## config.mk

```make
export PLATFORM = sky130hd
export DESIGN_NAME = led_pwm_fade_controller
export DESIGN_NICKNAME = d
export VERILOG_FILES = /design/src/rtl/core/lpf_pkg.sv /design/src/rtl/core/led_pwm_fade_controller.sv /design/src/rtl/core/lpf_ctrl.sv /design/src/rtl/core/lpf_dp.sv
export SDC_FILE = /design/constraint.sdc
export NUM_CORES = 1
export LEC_CHECK = 0
export BUFFER_PORTS_ARGS = -buffer_cell sky130_fd_sc_hd__buf_2
export CORE_AREA = 2 2 333 335
export DETAILED_ROUTE_END_ITERATION = 6
export DIE_AREA = 0 0 335 337
export PLACE_DENSITY_LB_ADDON = 0.08
export SLEW_MARGIN = 20
export SYNTH_ARGS = -nofsm -noshare
export SYNTH_HDL_FRONTEND = slang
export SYNTH_SLANG_ARGS = --single-unit
```

## constraint.sdc

```tcl
create_clock -name i_clk -period 15 [get_ports i_clk]
set_input_delay 3 -clock i_clk [delete_from_list [all_inputs] [get_ports i_clk]]
set_output_delay 3 -clock i_clk [all_outputs]
set_load 0.05 [all_outputs]
```

## src/rtl/core/lpf_pkg.sv

```systemverilog
// Shared types and constants for the LED PWM fade controller.
// No dependencies; used by lpf_ctrl, lpf_dp and led_pwm_fade_controller.

package lpf_pkg;

    localparam int LED_IDX_W = 6;
    localparam int LEVEL_W   = 4;
    localparam int INTV_W    = 8;
    localparam int MASK_W    = 64;
    localparam int IN_DATA_W = 16;

    localparam logic [LEVEL_W-1:0] PWM_TOP_RST   = 4'd10;
    localparam logic [INTV_W-1:0]  FADE_INTV_RST = 8'd25;

    // register index, taken from paddr[2]
    localparam logic REG_PWM_TOP   = 1'b0;
    localparam logic REG_FADE_INTV = 1'b1;

    // word kind on tuser
    localparam logic FUNC_TICK = 1'b0;
    localparam logic FUNC_SET  = 1'b1;

    typedef struct packed {
        logic set_wr;
        logic tick_start;
        logic sweep_rd;
        logic mask_load;
    } t_dp_cmd;

    typedef struct packed {
        logic sweep_last;
    } t_dp_sts;

endpackage

```

## src/rtl/core/led_pwm_fade_controller.sv

```systemverilog
// Top level of the LED PWM fade controller: APB register file, sequencer and datapath.
// Depends on lpf_pkg, lpf_ctrl and lpf_dp.
//
//  Channel   | Direction | Handshake              | Contents
//  ----------+-----------+------------------------+----------------------------------------
//  s_axis    | in        | tvalid / tready        | tick or set word: tuser = func,
//            |           |                        | tdata = led_index, level, immediate
//  m_axis    | out       | tvalid / tready        | tdata = led_on_mask, one word per tick
//  apb       | in        | psel, penable, pready  | pwm_top @ 0x0, fade_interval @ 0x4
//
// A tick word walks every channel entry through the level memories, one read per
// cycle, before the mask is registered on m_axis. Reset is synchronous and active low;
// it restores phase, countdown and registers, and marks every level entry as zero
// through its valid bit, so no clearing pass is needed. A stalled mask word holds in
// the output register while the next tick sweeps; only its final load waits on it.

module led_pwm_fade_controller #(
    parameter int NUM_LEDS = 64
) (
    input  logic        i_clk,
    input  logic        i_rst_n,

    input  logic        i_s_axis_tvalid,
    output logic        o_s_axis_tready,
    input  logic [15:0] i_s_axis_tdata,   // [5:0] led_index, [9:6] level, [10] immediate
    input  logic        i_s_axis_tuser,   // [0] func (0 tick, 1 set)

    output logic        o_m_axis_tvalid,
    input  logic        i_m_axis_tready,
    output logic [63:0] o_m_axis_tdata,   // [63:0] led_on_mask

    input  logic        psel,
    input  logic        penable,
    input  logic        pwrite,
    input  logic [2:0]  paddr,
    input  logic [31:0] pwdata,
    output logic [31:0] prdata,
    output logic        pready
);

    logic [lpf_pkg::LEVEL_W-1:0] r_pwm_top;
    logic [lpf_pkg::INTV_W-1:0]  r_fade_intv;
    logic                        cfg_wr;
    logic                        reg_sel;

    lpf_pkg::t_dp_cmd dp_cmd;
    lpf_pkg::t_dp_sts dp_sts;

    // Register file: low address bits are don't-care, paddr[2] picks the register.
    assign pready  = 1'b1;
    assign reg_sel = paddr[2];
    assign cfg_wr  = psel && penable && pwrite && pready;

    always_ff @(posedge i_clk) begin
        if (!i_rst_n) begin
            r_pwm_top   <= lpf_pkg::PWM_TOP_RST;
            r_fade_intv <= lpf_pkg::FADE_INTV_RST;
        end else if (cfg_wr) begin
            case (reg_sel)
                lpf_pkg::REG_PWM_TOP:   r_pwm_top   <= pwdata[lpf_pkg::LEVEL_W-1:0];
                lpf_pkg::REG_FADE_INTV: r_fade_intv <= pwdata[lpf_pkg::INTV_W-1:0];
                default: begin
                    r_pwm_top <= r_pwm_top;
                end
            endcase
        end
    end

    always_comb begin
        case (reg_sel)
            lpf_pkg::REG_PWM_TOP:   prdata = 32'(r_pwm_top);
            lpf_pkg::REG_FADE_INTV: prdata = 32'(r_fade_intv);
            default:                prdata = '0;
        endcase
    end

    // Sequencer: accepts words only when idle, runs the channel sweep for ticks.
    lpf_ctrl u_ctrl (
        .i_clk      (i_clk),
        .i_rst_n    (i_rst_n),
        .i_s_tvalid (i_s_axis_tvalid),
        .i_s_func   (i_s_axis_tuser),
        .o_s_tready (o_s_axis_tready),
        .o_m_tvalid (o_m_axis_tvalid),
        .i_m_tready (i_m_axis_tready),
        .i_sts      (dp_sts),
        .o_cmd      (dp_cmd)
    );

    // Datapath: level memories, phase and countdown, mask assembly and output register.
    lpf_dp #(
        .NUM_LEDS (NUM_LEDS)
    ) u_dp (
        .i_clk       (i_clk),
        .i_rst_n     (i_rst_n),
        .i_cmd       (dp_cmd),
        .o_sts       (dp_sts),
        .i_led_index (i_s_axis_tdata[5:0]),
        .i_level     (i_s_axis_tdata[9:6]),
        .i_immediate (i_s_axis_tdata[10]),
        .i_pwm_top   (r_pwm_top),
        .i_fade_intv (r_fade_intv),
        .o_mask      (o_m_axis_tdata)
    );

endmodule

```

## src/rtl/core/lpf_ctrl.sv

```systemverilog
// Sequencer for the LED PWM fade controller: input/output handshakes and sweep control.
// Depends on lpf_pkg; drives lpf_dp through t_dp_cmd.

module lpf_ctrl (
    input  logic             i_clk,
    input  logic             i_rst_n,
    input  logic             i_s_tvalid,
    input  logic             i_s_func,
    output logic             o_s_tready,
    output logic             o_m_tvalid,
    input  logic             i_m_tready,
    input  lpf_pkg::t_dp_sts i_sts,
    output lpf_pkg::t_dp_cmd o_cmd
);

    typedef enum logic [1:0] {
        ST_IDLE,
        ST_SWEEP,
        ST_FLUSH,
        ST_FINISH
    } t_state;

    t_state r_state;
    t_state n_state;
    logic   r_out_valid;
    logic   in_acc;

    always_comb begin
        o_cmd      = '0;
        n_state    = r_state;
        o_s_tready = (r_state == ST_IDLE);
        in_acc     = i_s_tvalid && (r_state == ST_IDLE);
        case (r_state)
            ST_IDLE: begin
                o_cmd.set_wr     = in_acc && (i_s_func == lpf_pkg::FUNC_SET);
                o_cmd.tick_start = in_acc && (i_s_func == lpf_pkg::FUNC_TICK);
                if (o_cmd.tick_start) begin
                    n_state = ST_SWEEP;
                end
            end
            ST_SWEEP: begin
                o_cmd.sweep_rd = 1'b1;
                if (i_sts.sweep_last) begin
                    n_state = ST_FLUSH;
                end
            end
            ST_FLUSH: begin
                // last channel's read data lands this cycle
                n_state = ST_FINISH;
            end
            ST_FINISH: begin
                o_cmd.mask_load = !r_out_valid || i_m_tready;
                if (o_cmd.mask_load) begin
                    n_state = ST_IDLE;
                end
            end
            default: begin
                n_state = ST_IDLE;
            end
        endcase
    end

    always_ff @(posedge i_clk) begin
        if (!i_rst_n) begin
            r_state     <= ST_IDLE;
            r_out_valid <= 1'b0;
        end else begin
            r_state <= n_state;
            if (o_cmd.mask_load) begin
                r_out_valid <= 1'b1;
            end else if (i_m_tready) begin
                r_out_valid <= 1'b0;
            end
        end
    end

    assign o_m_tvalid = r_out_valid;

endmodule

```

## src/rtl/core/lpf_dp.sv

```systemverilog
// Datapath for the LED PWM fade controller: level memories, phase, fade countdown, mask.
// Depends on lpf_pkg; commanded by lpf_ctrl.

module lpf_dp #(
    parameter int NUM_LEDS = 64
) (
    input  logic                            i_clk,
    input  logic                            i_rst_n,
    input  lpf_pkg::t_dp_cmd                i_cmd,
    output lpf_pkg::t_dp_sts                o_sts,
    input  logic [lpf_pkg::LED_IDX_W-1:0]   i_led_index,
    input  logic [lpf_pkg::LEVEL_W-1:0]     i_level,
    input  logic                            i_immediate,
    input  logic [lpf_pkg::LEVEL_W-1:0]     i_pwm_top,
    input  logic [lpf_pkg::INTV_W-1:0]      i_fade_intv,
    output logic [lpf_pkg::MASK_W-1:0]      o_mask
);

    localparam int AW = (NUM_LEDS > 1) ? $clog2(NUM_LEDS) : 1;
    localparam int LW = lpf_pkg::LEVEL_W;

    logic [LW-1:0] tgt_mem [NUM_LEDS];
    logic [LW-1:0] cur_mem [NUM_LEDS];

    logic [NUM_LEDS-1:0]          r_tgt_vld;
    logic [NUM_LEDS-1:0]          r_cur_vld;
    logic [LW-1:0]                r_phase;
    logic [lpf_pkg::INTV_W-1:0]   r_cd;
    logic                         r_step;
    logic [AW-1:0]                r_addr;
    logic                         r_rd_pend;
    logic [AW-1:0]                r_rd_idx;
    logic [LW-1:0]                r_tgt_q;
    logic [LW-1:0]                r_cur_q;
    logic                         r_tgt_v;
    logic                         r_cur_v;
    logic [NUM_LEDS-1:0]          r_mask;
    logic [NUM_LEDS-1:0]          r_out_mask;

    logic [LW-1:0]                lvl_sat;
    logic                         idx_ok;
    logic [AW-1:0]                set_addr;
    logic [LW:0]                  phase_inc;
    logic [LW-1:0]                phase_next;
    logic [lpf_pkg::INTV_W-1:0]   cd_dec;
    logic [LW-1:0]                tgt_eff;
    logic [LW-1:0]                cur_eff;
    logic [LW-1:0]                cur_step;
    logic                         tgt_we;
    logic                         cur_we;
    logic [AW-1:0]                cur_wa;
    logic [LW-1:0]                cur_wd;

    always_comb begin
        lvl_sat    = (i_level > i_pwm_top) ? i_pwm_top : i_level;
        idx_ok     = {1'b0, i_led_index} < (lpf_pkg::LED_IDX_W + 1)'(NUM_LEDS);
        set_addr   = AW'(i_led_index);
        phase_inc  = {1'b0, r_phase} + 1'b1;
        phase_next = (phase_inc > {1'b0, i_pwm_top}) ? '0 : phase_inc[LW-1:0];
        cd_dec     = r_cd - 1'b1;

        // entries never written read as zero
        tgt_eff = r_tgt_v ? r_tgt_q : '0;
        cur_eff = r_cur_v ? r_cur_q : '0;
        if (tgt_eff > cur_eff) begin
            cur_step = cur_eff + 1'b1;
        end else if (tgt_eff < cur_eff) begin
            cur_step = cur_eff - 1'b1;
        end else begin
            cur_step = cur_eff;
        end

        // one write port on each memory: set words and sweep writeback never overlap
        tgt_we = i_cmd.set_wr && idx_ok;
        if (r_rd_pend) begin
            cur_we = r_step;
            cur_wa = r_rd_idx;
            cur_wd = cur_step;
        end else begin
            cur_we = i_cmd.set_wr && idx_ok && i_immediate;
            cur_wa = set_addr;
            cur_wd = lvl_sat;
        end
    end

    always_ff @(posedge i_clk) begin
        if (tgt_we) begin
            tgt_mem[set_addr] <= lvl_sat;
        end
        if (cur_we) begin
            cur_mem[cur_wa] <= cur_wd;
        end
        r_tgt_q <= tgt_mem[r_addr];
        r_cur_q <= cur_mem[r_addr];
        r_rd_idx <= r_addr;
    end

    always_ff @(posedge i_clk) begin
        if (!i_rst_n) begin
            r_tgt_vld <= '0;
            r_cur_vld <= '0;
            r_phase   <= lpf_pkg::PWM_TOP_RST;
            r_cd      <= lpf_pkg::FADE_INTV_RST;
            r_step    <= 1'b0;
            r_addr    <= '0;
            r_rd_pend <= 1'b0;
            r_tgt_v   <= 1'b0;
            r_cur_v   <= 1'b0;
        end else begin
            r_rd_pend <= i_cmd.sweep_rd;
            r_tgt_v   <= r_tgt_vld[r_addr];
            r_cur_v   <= r_cur_vld[r_addr];
            if (tgt_we) begin
                r_tgt_vld[set_addr] <= 1'b1;
            end
            if (cur_we) begin
                r_cur_vld[cur_wa] <= 1'b1;
            end
            if (i_cmd.tick_start) begin
                r_phase <= phase_next;
                r_step  <= (cd_dec == '0);
                r_cd    <= (cd_dec == '0) ? i_fade_intv : cd_dec;
                r_addr  <= '0;
            end else if (i_cmd.sweep_rd) begin
                r_addr <= r_addr + 1'b1;
            end
        end
    end

    always_ff @(posedge i_clk) begin
        if (i_cmd.tick_start) begin
            r_mask <= '0;
        end else if (r_rd_pend) begin
            r_mask[r_rd_idx] <= (r_phase < cur_eff);
        end
        if (i_cmd.mask_load) begin
            r_out_mask <= r_mask;
        end
    end

    assign o_sts.sweep_last = (r_addr == AW'(NUM_LEDS - 1));
    assign o_mask           = lpf_pkg::MASK_W'(r_out_mask);

endmodule
```

==> results by group, run 1 <==
Critical path
  • R2R cell count: 8
  • CP cell instances: buf_2 > mux2_2 > buf_2
  • Critical path depth in cells: 3
  • Req. time, crit path: 12000 ps
  • Worst path slowest cell: mux2_2
  • Worst EP arrival: around 3800 ps
  • Worst Path Class, Setup: in -> out
  • Crit end category: output port
  • Top Family by Delay on Critical Path: buffers and inverters
  • WP buf/inv: 2
  • CP Launch Type: input pin
  • Cell mode on critical path: buf_2
  • Critical-path maximum fanout: 14
  • Critical path's largest stage delay: about 360 ps

Route
  • Wire length per cell: about 24 um
  • # DRC: 0
  • Vias/cell: 4.92
  • Iteration-0 DRC Markers: 1328
  • Total Routed Length: 89.2 mm
  • First-pass DRT Iterations: 5
  • DRT antenna net count: 0
  • Via count: approximately 18k

Clock network
  • CTS Root Buffer Type: clkbuf_16
  • Worst-path clk slew: ~60 ps
  • CTS tree: built
  • Clk_lat worst skew: about 650 ps
  • CTS sink cnt: approximately 820
  • Htree depth: 3
  • CTS resizes: 0
  • Setup Fix Bufs, Post-CTS: 0
  • Max Buffers Root-to-Sink: 3
  • Hold Buf Count CTS: 0
  • Total CTS buffers: 91

Timing
  • Final period util: between 40 and 50%
  • Setup violations, final: 0
  • Slew Limit Fails: 0
  • RSZ-0062 raised after global routing: no
  • Final worst path period need: slightly below 7000 ps
  • Final hold viol count: 0
  • Clk_skew: 23.7 ps
  • Final WS setup: 8220 ps
  • Slew headroom: 30.7%
  • Measured slew at the worst slew-check pin: 1040 ps
  • Final setup TNS: 0 ps
  • Max Clock Freq: ~0.15 GHz

Die
  • Row count: 122
  • Chip height: ~340 um
  • Core footprint: 0.110 mm2
  • I/O pin total: between 150 and 200
  • Initial Util: around 30%
  • Die width: about 340 um
  • Total die area: between 0.1 and 0.15 mm2

Logic synthesis
  • Most used DFF post-synth: edfxtp_1
  • Syn avg cell area: 15.2 um2
  • Main combinational cell family by area after synthesis: multiplexers
  • Post-synthesis cell type count: 67
  • Synth Instances: roughly 2.1k
  • Netlist Area Pre-Place: around 0.033 mm2
  • Yosys Warn Count: 0
  • Mux share of post-synthesis cell area: 13.3%
  • Synth top area cells: edfxtp_1 53%, dfxtp_1 15%, mux4_2 10%
  • Post-synth EDFFs: ~580
  • Flops & latches, synth: 819
  • Compound-gate portion of the synthesized area: under 10%
  • Proportion of netlist area held by the largest area contributor: a little over half
  • Xor and xnor area share after synthesis: less than 1%
  • Synth Area in Simple Gates: under 10%
  • Post-synth ARST share: 0%
  • Post-synthesis sequential area ratio: 68.0%
  • Adder-cell area share of the yosys netlist: less than 1%
  • Synth area leader: edfxtp_1

Min path
  • Hold path cells: 0
  • Hold Path Class: reg -> reg

Finish
  • Ant. Diodes: 0
  • Area Overhead vs Synth: 14.8%
  • Multi-input gate area: 0.00973 mm2
  • Fill cell count: 10.6k
  • Finished Core Util: between 30% and 40%
  • Design area: around 0.037 mm2
  • Register area: around 0.022 mm2
  • # nets final: 2334
  • Layout cells sized above 1: roughly a fifth

GRT
  • Largest net degree at the start of global routing: approximately 110
  • First-pass GRT wire length: between 100 and 150 mm
  • Vias in the first global route: ~19k
  • GRT Residual Overflow: 0
  • Tot GR Track Use: 15.8%
  • Antenna violations before repair: 0

Power and ir drop
  • Max VDD drop: between 60 and 70 uV
  • Total power: 0.00543 W
  • Power Density: between 100 and 150 mW/mm2
  • Leakage power: 12.0 nW

Place
  • GPL Wtd Cong: about 0.77
  • Placement Setup Slack: between 8000 and 9000 ps
  • I/O Buffers: 101
  • Placement Cell Area: approximately 0.034 mm2
  • Post-DP HPWL: between 50 and 60 mm

Run
  • Maximum capacitance violations: 0

Outcome
  • Status: complete, no violations
==> routing by layer <==
metal | wire length (um) | GRT usage, %
met1 | 40100 | 21.2
met2 | 43000 | 26.4
met3 | 4120 | 2.34
met4 | 2040 | 4.72
met5 | 0 | 0
==> worst register-to-register path, stage by stage, from the launching register on <==
cell,delay [ps]
dfxtp_4,850
buf_4,770
buf_4,800
buf_4,670
mux4_2,610
mux2i_1,550
o32ai_1,230
a21oi_1,180
nand2_1,110
==> Yosys cell counts (all sizes together), types with 15 or more instances <==
cell type / count
mux2i: 65
edfxtp: 576
nand2b: 15
nand2: 150
nor3: 27
nor2: 206
a21oi: 56
dfxtp: 243
mux4: 151
mux2: 23
clkbuf: 69
nand3: 58
a22oi: 19
o21ai: 70
nand4: 17
ha: 26
buf: 77
o21a: 137
nor2b: 22
==> final timing paths <==
| kind | startpoint | to | slack, ps |
|---|---|---|---|
| max | paddr[2] | prdata[0] | 8220 |
| min | u_dp.r_addr[5] | u_dp.r_rd_idx[5] | 420 |
| max reg2reg | u_dp.r_addr[0] | u_dp.r_cur_q[1] | 10110 |
| min reg2reg | u_dp.r_addr[5] | u_dp.r_rd_idx[5] | 420 |
==> metrics by stage <==
stage / cells / hold slack [ps]
after floorplan: 2172 / 326
after global placement: 3582 / 407
after detailed placement: 3582 / 402
after CTS: 3752 / 408
after global routing: 3752 / 401
final: 3752 / 422
==> power breakdown <==
part | leakage (nW) | internal [W] | switching, W
Sequential | 7.17 | 0.00250 | 0.0000469
Clock | 1.43 | 0.00129 | 0.000896
Combinational | 3.41 | 0.000257 | 0.000446
Total | 12.0 | 0.00404 | 0.00139
==> cell families after synthesis <==
kind of cell | after synthesis
flops | 819
simple gates | 536
compound gates | 357
mux | 239
buf+inv | 160
fa+ha+maj | 26
xor+xnor | 10
other cells | 2
==> sequential cells by signal (all words and copies together), names as in the netlist, 8 cells and up <==
signal,cells
u_dp.tgt_mem,256
u_dp.r_cd,8
r_fade_intv,8
u_dp.o_mask,64
u_dp.r_cur_vld,64
u_dp.cur_mem,256
u_dp.r_mask,64
u_dp.r_tgt_vld,64
==> placed cells by master, fill, tap and decap left out, types with 17 or more instances in the layout <==
| master | n |
|---|---|
| edfxtp_1 | 576 |
| dfxtp_1 | 240 |
| nor2_1 | 204 |
| nand2_1 | 150 |
| mux4_2 | 148 |
| o21a_1 | 137 |
| buf_2 | 100 |
| clkbuf_16 | 92 |
| mux2i_1 | 64 |
| o21ai_0 | 63 |
| nand3_1 | 58 |
| a21oi_1 | 55 |
| clkbuf_1 | 32 |
| buf_4 | 28 |
| ha_1 | 26 |
| nor3_1 | 25 |
| conb_1 | 25 |
| mux2_2 | 23 |
| nor2b_1 | 19 |
| a22oi_1 | 19 |
| nand4_1 | 17 |
==> layout make-up <==
class                   count  area share [%]
multi-input cells        1193            26.0
repair buffers            130            1.98
inverters                  14           0.140
well taps                1426            4.77
flip-flops and latches    819            59.3
clock inverters            36           0.983
clock buffers             134            6.84
Note: power is estimated with default switching activity, not from simulation.
==> run 2: changes to the inputs <==
==> constraint.sdc (replaced) <==
create_clock -name i_clk -period 6.5 [get_ports i_clk]
set_input_delay 1.3 -clock i_clk [delete_from_list [all_inputs] [get_ports i_clk]]
set_output_delay 1.3 -clock i_clk [all_outputs]
set_load 0.05 [all_outputs]
==> run 2 against run 1 <==
  * First-iteration DRC count down 16%
  * Final area hardly changed
  * Worst hold slack improved by 2.2 ps
  * Highest routed layer is now met5
  * Largest cell class unchanged
  * Largest power group unchanged
==> results by group, run 2 (same netlist as run 1, synthesis figures left out) <==
Timing
  • Slew Limit Fails: 0 (unchanged)
  • Measured slew at the worst slew-check pin: 1010 ps (was 1040 ps)
  • Setup violations, final: 0 (unchanged)
  • RSZ-0062 raised after global routing: no (unchanged)
  • Final period util: around two thirds
  • Max Clock Freq: between 0.2 and 0.25 GHz
  • Slew headroom: 32.9% (was 30.7%)
  • Final hold viol count: 0 (unchanged)
  • Final setup TNS: 0 ps (unchanged)
  • Clk_skew: 23.6 ps (was 23.7 ps)
  • Final worst path period need: 4280 ps

Die
  • Row count: 122 (unchanged)
  • Initial Util: 29.7% (unchanged)
  • I/O pin total: 158 (unchanged)
  • Core footprint: 0.110 mm2 (unchanged)
  • Die width: 335 um (unchanged)
  • Total die area: 0.113 mm2 (unchanged)
  • Chip height: 337 um (unchanged)

Power and ir drop
  • Psw: 0.00327 W (was 0.00139 W)
  • Max VDD drop: 229 uV (was 67.9 uV)
  • Switching Fraction: 26.2% (was 25.6%)
  • Leakage power: 12.0 nW (about the same)
  • Internal: 0.00922 W (was 0.00404 W)
  • Clock power share: 39.9% (was 40.2%)
  • Flop pwr share: 46.9% (about the same)
  • Total power: 0.0125 W (was 0.00543 W)
  • Logic pwr share: 13.2% (was 12.9%)
  • Power Density: 334 mW/mm2 (was 145 mW/mm2)

Place
  • Post-DP HPWL: 58.1 mm (was 56.9 mm)
  • I/O Buffers: 101 (unchanged)
  • GPL Wtd Cong: 0.768 (was 0.771)

GRT
  • Tot GR Track Use: 16.1% (was 15.8%)
  • Antenna violations before repair: 6 (was 0)
  • Largest net degree at the start of global routing: 85 (was 113)
  • GRT Residual Overflow: 0 (unchanged)
  • First-pass GRT wire length: 133 mm (was 131 mm)
  • Vias in the first global route: 19.2k (was 18.8k)

Clock network
  • CTS Root Buffer Type: clkbuf_16 (unchanged)
  • Htree depth: 3 (unchanged)
  • CTS tree: built (unchanged)
  • CTS sink cnt: 819 (unchanged)
  • Hold Buf Count CTS: 0 (unchanged)
  • Clk_lat worst skew: 660 ps (was 650 ps)
  • Setup Fix Bufs, Post-CTS: 0 (unchanged)
  • Max Buffers Root-to-Sink: 3 (unchanged)
  • Total CTS buffers: 90 (was 91)
  • CTS resizes: 0 (unchanged)
  • Worst-path clk slew: 60 ps (about the same)

Finish
  • Layout cells sized above 1: 19.6% (was 19.5%)
  • Fill cell count: 10.6k (about the same)
  • Area Overhead vs Synth: 14.8% (about the same)
  • Multi-input gate area: 0.00974 mm2 (was 0.00973 mm2)
  • Commonest cells after routing, fill and taps aside: 576 x edfxtp_1, 240 x dfxtp_1, 204 x nor2_1 (unchanged)
  • Register area: 0.0222 mm2 (unchanged)
  • # nets final: 2332 (was 2334)
  • Most common cell after layout, fill and taps aside: edfxtp_1 (unchanged)
  • Largest registers: u_dp.cur_mem: 256 flops, u_dp.tgt_mem: 256 flops (unchanged)

Route
  • Iteration-0 DRC Markers: 1115 (was 1328)
  • # DRC: 0 (unchanged)
  • Total Routed Length: 90.9 mm (was 89.2 mm)
  • DRT antenna net count: 0 (unchanged)
  • Wire length per cell: 24.3 um (was 23.8 um)
  • Vias/cell: 4.95 (was 4.92)
  • Via count: 18.6k (was 18.5k)
  • First-pass DRT Iterations: 7 (was 5)

Critical path
  • Crit end category: flop (was output port)
  • Req. time, crit path: 6610 ps (was 12000 ps)
  • Critical-path maximum fanout: 64 (was 14)
  • CP Launch Type: input pin (unchanged)
  • Worst Path Class, Setup: in -> reg (was in -> out)
  • Worst EP arrival: 4380 ps (was 3780 ps)

Min path
  • Hold Path Class: reg -> reg (unchanged)

Run
  • Maximum capacitance violations: 0 (unchanged)

Outcome
  • Status: complete, no violations (unchanged)
==> run 2: cell types whose count changed in the layout (fill, tap and decap cells not counted), sizes merged <==
cell,before,now
clkbuf,134,132
clkinvlp,1,7
diode,0,1
buf,130,129
clkinv,27,23
inv,16,17
bufinv,6,3
==> run 2: metal layers <==
metal / up-vias / GRT usage (%) / wire (um)
li1: 8388 / - / -
met1: 9599 / 21.4 / 40400
met5: - / 0 / 25
met3: 115 / 2.65 / 4320
met2: 452 / 27.3 / 44400
met4: 4 / 4.14 / 1790
==> run 2: critical path: stages <==
cell and delay, ps:
buf_2 120, ha_1 300, nor2b_1 140, o21a_1 160
o21a_1 170, o21ai_1 610, mux2i_1 650, clkinv_2 840
==> run 2: metrics by stage <==
stage | util [%] | area, um2 | cells | worst slack [ps] | hold WS, ps
floorplan | - | 32700 | 2172 | 963 | 326
global placement | 31.5 | 34500 | 3581 | 1920 | 408
detailed placement | 31.5 | 34500 | 3581 | 1890 | 412
CTS | 34.1 | 37400 | 3749 | 2590 | 427
global route | 34.1 | 37400 | 3749 | 2080 | 435
finish | 34.1 | 37400 | 3750 | 2220 | 424
==> run 2: worst paths after layout <==
kind,endpoint,cells past startpoint,slack [ps],start
worst max-delay path,u_dp.tgt_mem[12][1],8,2220,i_s_axis_tdata[7]
worst min-delay path,u_dp.o_mask[47],0,420,u_dp.r_mask[47]
worst max register to register,u_dp.tgt_mem[12][1],8,2580,r_pwm_top[1]
worst min register to register,u_dp.o_mask[47],0,420,u_dp.r_mask[47]
==> run 2: final cells by class <==
| cell class | count | area share [%] |
|---|---|---|
| Clock inverter | 36 | 0.937 |
| Timing Repair Buffer | 129 | 2.03 |
| Antenna cell | 1 | 0.00669 |
| Sequential cell | 819 | 59.3 |
| Clock buffer | 132 | 6.79 |
| Inverter | 14 | 0.144 |
| Multi-Input combinational cell | 1193 | 26.0 |
| Tap cell | 1426 | 4.77 |
==> run 2: power groups by stage <==
| stage | Combinational (W) | Clock [W] | Sequential (W) |
|---|---|---|---|
| after floorplan | 0.00119 | 0 | 0.00599 |
| after global placement | 0.00168 | 0 | 0.00597 |
| after detailed placement | 0.00170 | 0 | 0.00597 |
| after CTS | 0.00171 | 0.00513 | 0.00586 |
| after global routing | 0.00179 | 0.00533 | 0.00587 |
| final | 0.00165 | 0.00498 | 0.00586 |
==> run 3: changes to the inputs <==
==> constraint.sdc (replaced) <==
create_clock -name i_clk -period 3.84 [get_ports i_clk]
set_input_delay 0.768 -clock i_clk [delete_from_list [all_inputs] [get_ports i_clk]]
set_output_delay 0.768 -clock i_clk [all_outputs]
set_load 0.05 [all_outputs]
==> run 3 against run 2 <==
  * Utilization up 0.84 points
  * Clock skew grew 6.0 ps
  * Power rose by 77%
==> results by group, run 3 (same netlist as run 1, synthesis figures left out) <==
Clock network
  • CTS sink cnt: 819 (unchanged)
  • Hold Buf Count CTS: 0 (unchanged)
  • Worst-path clk slew: 60 ps (about the same)
  • Htree depth: 3 (unchanged)
  • CTS tree: built (unchanged)
  • Clk_lat worst skew: 660 ps (about the same)
  • CTS Root Buffer Type: clkbuf_16 (unchanged)
  • Max Buffers Root-to-Sink: 3 (unchanged)
  • Total CTS buffers: 90 (unchanged)
  • CTS resizes: 0 (unchanged)
  • Setup Fix Bufs, Post-CTS: 0 (unchanged)

Timing
  • Final period util: around four fifths
  • Final setup TNS: 0 ps (unchanged)
  • Measured slew at the worst slew-check pin: 1070 ps (was 1010 ps)
  • Max Clock Freq: between 0.3 and 0.4 GHz
  • Slew headroom: 27.0% (was 32.9%)
  • Slew Limit Fails: 0 (unchanged)
  • Setup violations, final: 0 (unchanged)
  • RSZ-0062 raised after global routing: no (unchanged)
  • Final worst path period need: 3020 ps
  • Clk_skew: 29.6 ps (was 23.6 ps)
  • Final hold viol count: 0 (unchanged)

Route
  • # DRC: 0 (unchanged)
  • Via count: 18.8k (was 18.6k)
  • First-pass DRT Iterations: 5 (was 7)
  • Vias/cell: 4.92 (was 4.95)
  • Wire length per cell: 23.9 um (was 24.3 um)
  • Total Routed Length: 91.3 mm (was 90.9 mm)
  • DRT antenna net count: 0 (unchanged)
  • Iteration-0 DRC Markers: 1380 (was 1115)

Finish
  • Layout cells sized above 1: 22.5% (was 19.6%)
  • Ant. Diodes: 0 (was 1)
  • Most common cell after layout, fill and taps aside: edfxtp_1 (unchanged)
  • Design area: 0.0383 mm2 (was 0.0374 mm2)
  • Area Overhead vs Synth: 17.6% (was 14.8%)
  • # nets final: 2403 (was 2332)
  • Multi-input gate area: 0.00973 mm2 (was 0.00974 mm2)
  • Fill cell count: 10.5k (was 10.6k)
  • Largest registers: u_dp.cur_mem: 256 flops, u_dp.tgt_mem: 256 flops (unchanged)
  • Commonest cells after routing, fill and taps aside: 576 x edfxtp_1, 240 x dfxtp_1, 204 x nor2_1 (unchanged)
  • Final Non-Filler Cells: 3822 (was 3750)
  • Register area: 0.0222 mm2 (unchanged)

Critical path
  • WP buf/inv: 1 (was 2)
  • Worst Path Class, Setup: reg -> reg (was in -> reg)
  • CP Launch Type: flop (was input pin)
  • CP cell instances: nand2_1 > ha_1 > nand4_1 > a211o_1 > a2bb2oi_1 > nor2_1 > a21bo_2 > buf_4 (was buf_2 > ha_1 > nor2b_1 > o21a_1 > o21a_1 > o21ai_1 > mux2i_1 > clkinv_2)
  • Req. time, crit path: 4170 ps (was 6610 ps)
  • R2R Path End: u_dp.cur_mem[4][2] (was u_dp.tgt_mem[12][1])
  • Worst reg-to-reg setup slack: 820 ps (was 2580 ps)
  • Reg-to-reg startpoint: u_dp.r_cur_v (was r_pwm_top[1])
  • Critical-path maximum fanout: 64 (unchanged)
  • Worst EP arrival: 3340 ps (was 4380 ps)
  • Top Family by Delay on Critical Path: compound AO/OA/AOI/OAI gates (was buffers and inverters)
  • Crit end category: flop (unchanged)
  • R2R cell count: 8 (unchanged)
  • Critical path's largest stage delay: 580 ps (was 840 ps)
  • Worst path slowest cell: buf_4 (was clkinv_2)

Power and ir drop
  • Power Density: 577 mW/mm2 (was 334 mW/mm2)
  • Max VDD drop: 323 uV (was 229 uV)
  • Leakage power: 12.5 nW (was 12.0 nW)
  • Internal: 0.0165 W (was 0.00922 W)
  • Total power: 0.0221 W (was 0.0125 W)
  • Flop pwr share: 44.7% (was 46.9%)
  • Psw: 0.00566 W (was 0.00327 W)
  • Logic pwr share: 13.5% (was 13.2%)
  • Switching Fraction: 25.6% (was 26.2%)
  • Clock power share: 41.8% (was 39.9%)

Run
  • Maximum capacitance violations: 0 (unchanged)

Place
  • Post-DP HPWL: 59.6 mm (was 58.1 mm)
  • I/O Buffers: 101 (unchanged)
  • GPL Wtd Cong: 0.777 (was 0.768)
  • Dpl cells: 3652 (was 3581)
  • Placement Cell Area: 0.0351 mm2 (was 0.0345 mm2)

Die
  • Row count: 122 (unchanged)
  • Total die area: 0.113 mm2 (unchanged)
  • Die width: 335 um (unchanged)
  • Chip height: 337 um (unchanged)
  • Initial Util: 29.7% (unchanged)
  • I/O pin total: 158 (unchanged)
  • Core footprint: 0.110 mm2 (unchanged)

Min path
  • Hold Path Class: in -> reg (was reg -> reg)
  • Min-Delay Endpoint: r_fade_intv[4] (was u_dp.o_mask[47])
  • Hold path cells: 3 (was 0)
  • Min-delay src: pwdata[4] (was u_dp.r_mask[47])

GRT
  • Tot GR Track Use: 16.1% (about the same)
  • First-pass GRT wire length: 134 mm (was 133 mm)
  • Vias in the first global route: 19.2k (about the same)
  • GRT Residual Overflow: 0 (unchanged)
  • Largest net degree at the start of global routing: 77 (was 85)
  • Antenna violations before repair: 1 (was 6)

Outcome
  • Status: complete, no violations (unchanged)
[run 3: cell types whose count changed in the layout (fill, tap and decap cells not counted), moves of 4 or more]
cell        previous run  this run
clkinvlp_4             7         3
buf_12                 3        10
clkbuf_1              30        15
clkinv_2              14        20
bufinv_16              3        13
buf_4                 25        89
[run 3: how the worst max path moves through the flow]
stage,startpoint,endpoint,slack (ps),cells past startpoint
global placement,i_s_axis_tdata[7],u_dp.cur_mem[14][0],520,9
global route,u_dp.r_cur_v,u_dp.cur_mem[4][2],610,8
floorplan,i_s_axis_tdata[7],u_dp.cur_mem[0][1],140,7
finish,u_dp.r_cur_v,u_dp.cur_mem[4][2],820,8
detailed placement,i_s_axis_tdata[7],u_dp.cur_mem[6][0],530,9
CTS,u_dp.r_cur_v,u_dp.cur_mem[4][2],760,8
[run 3: power by group through the flow]
stage	sequential [W]	clock [W]	combinational [W]
after detailed placement	0.0101	0	0.00307
after floorplan	0.0101	0	0.00203
after global routing	0.00991	0.00985	0.00323
final	0.00989	0.00925	0.00298
after global placement	0.0101	0	0.00304
after CTS	0.00990	0.00951	0.00307
[run 3: area by class of cell]
| class | instances | share of cell area (%) |
|---|---|---|
| inverters | 14 | 0.137 |
| well taps | 1426 | 4.66 |
| repair buffers | 200 | 3.60 |
| clock inverters | 50 | 1.74 |
| clock buffers | 120 | 6.62 |
| flip-flops and latches | 819 | 57.9 |
| multi-input cells | 1193 | 25.4 |
[run 3: through the flow]
| step | hold WS, ps | utilization [%] | worst slack (ps) |
|---|---|---|---|
| floorplan | 326 | - | 139 |
| global placement | 414 | 32.0 | 518 |
| detailed placement | 415 | 32.0 | 535 |
| CTS | 270 | 35.0 | 758 |
| global route | 290 | 35.0 | 614 |
| finish | 324 | 35.0 | 825 |
[run 3: worst min-delay path, stage by stage]
cell and delay [ps]:
buf_2 70, nand2_1 40, nand3_1 60
[run 3: routing by layer]
layer	track usage, %	vias up	wire, um
li1	-	8525	-
met1	22.3	9770	42400
met2	26.6	408	43700
met3	2.56	103	3690
met4	3.73	0	1560
met5	0	-	0
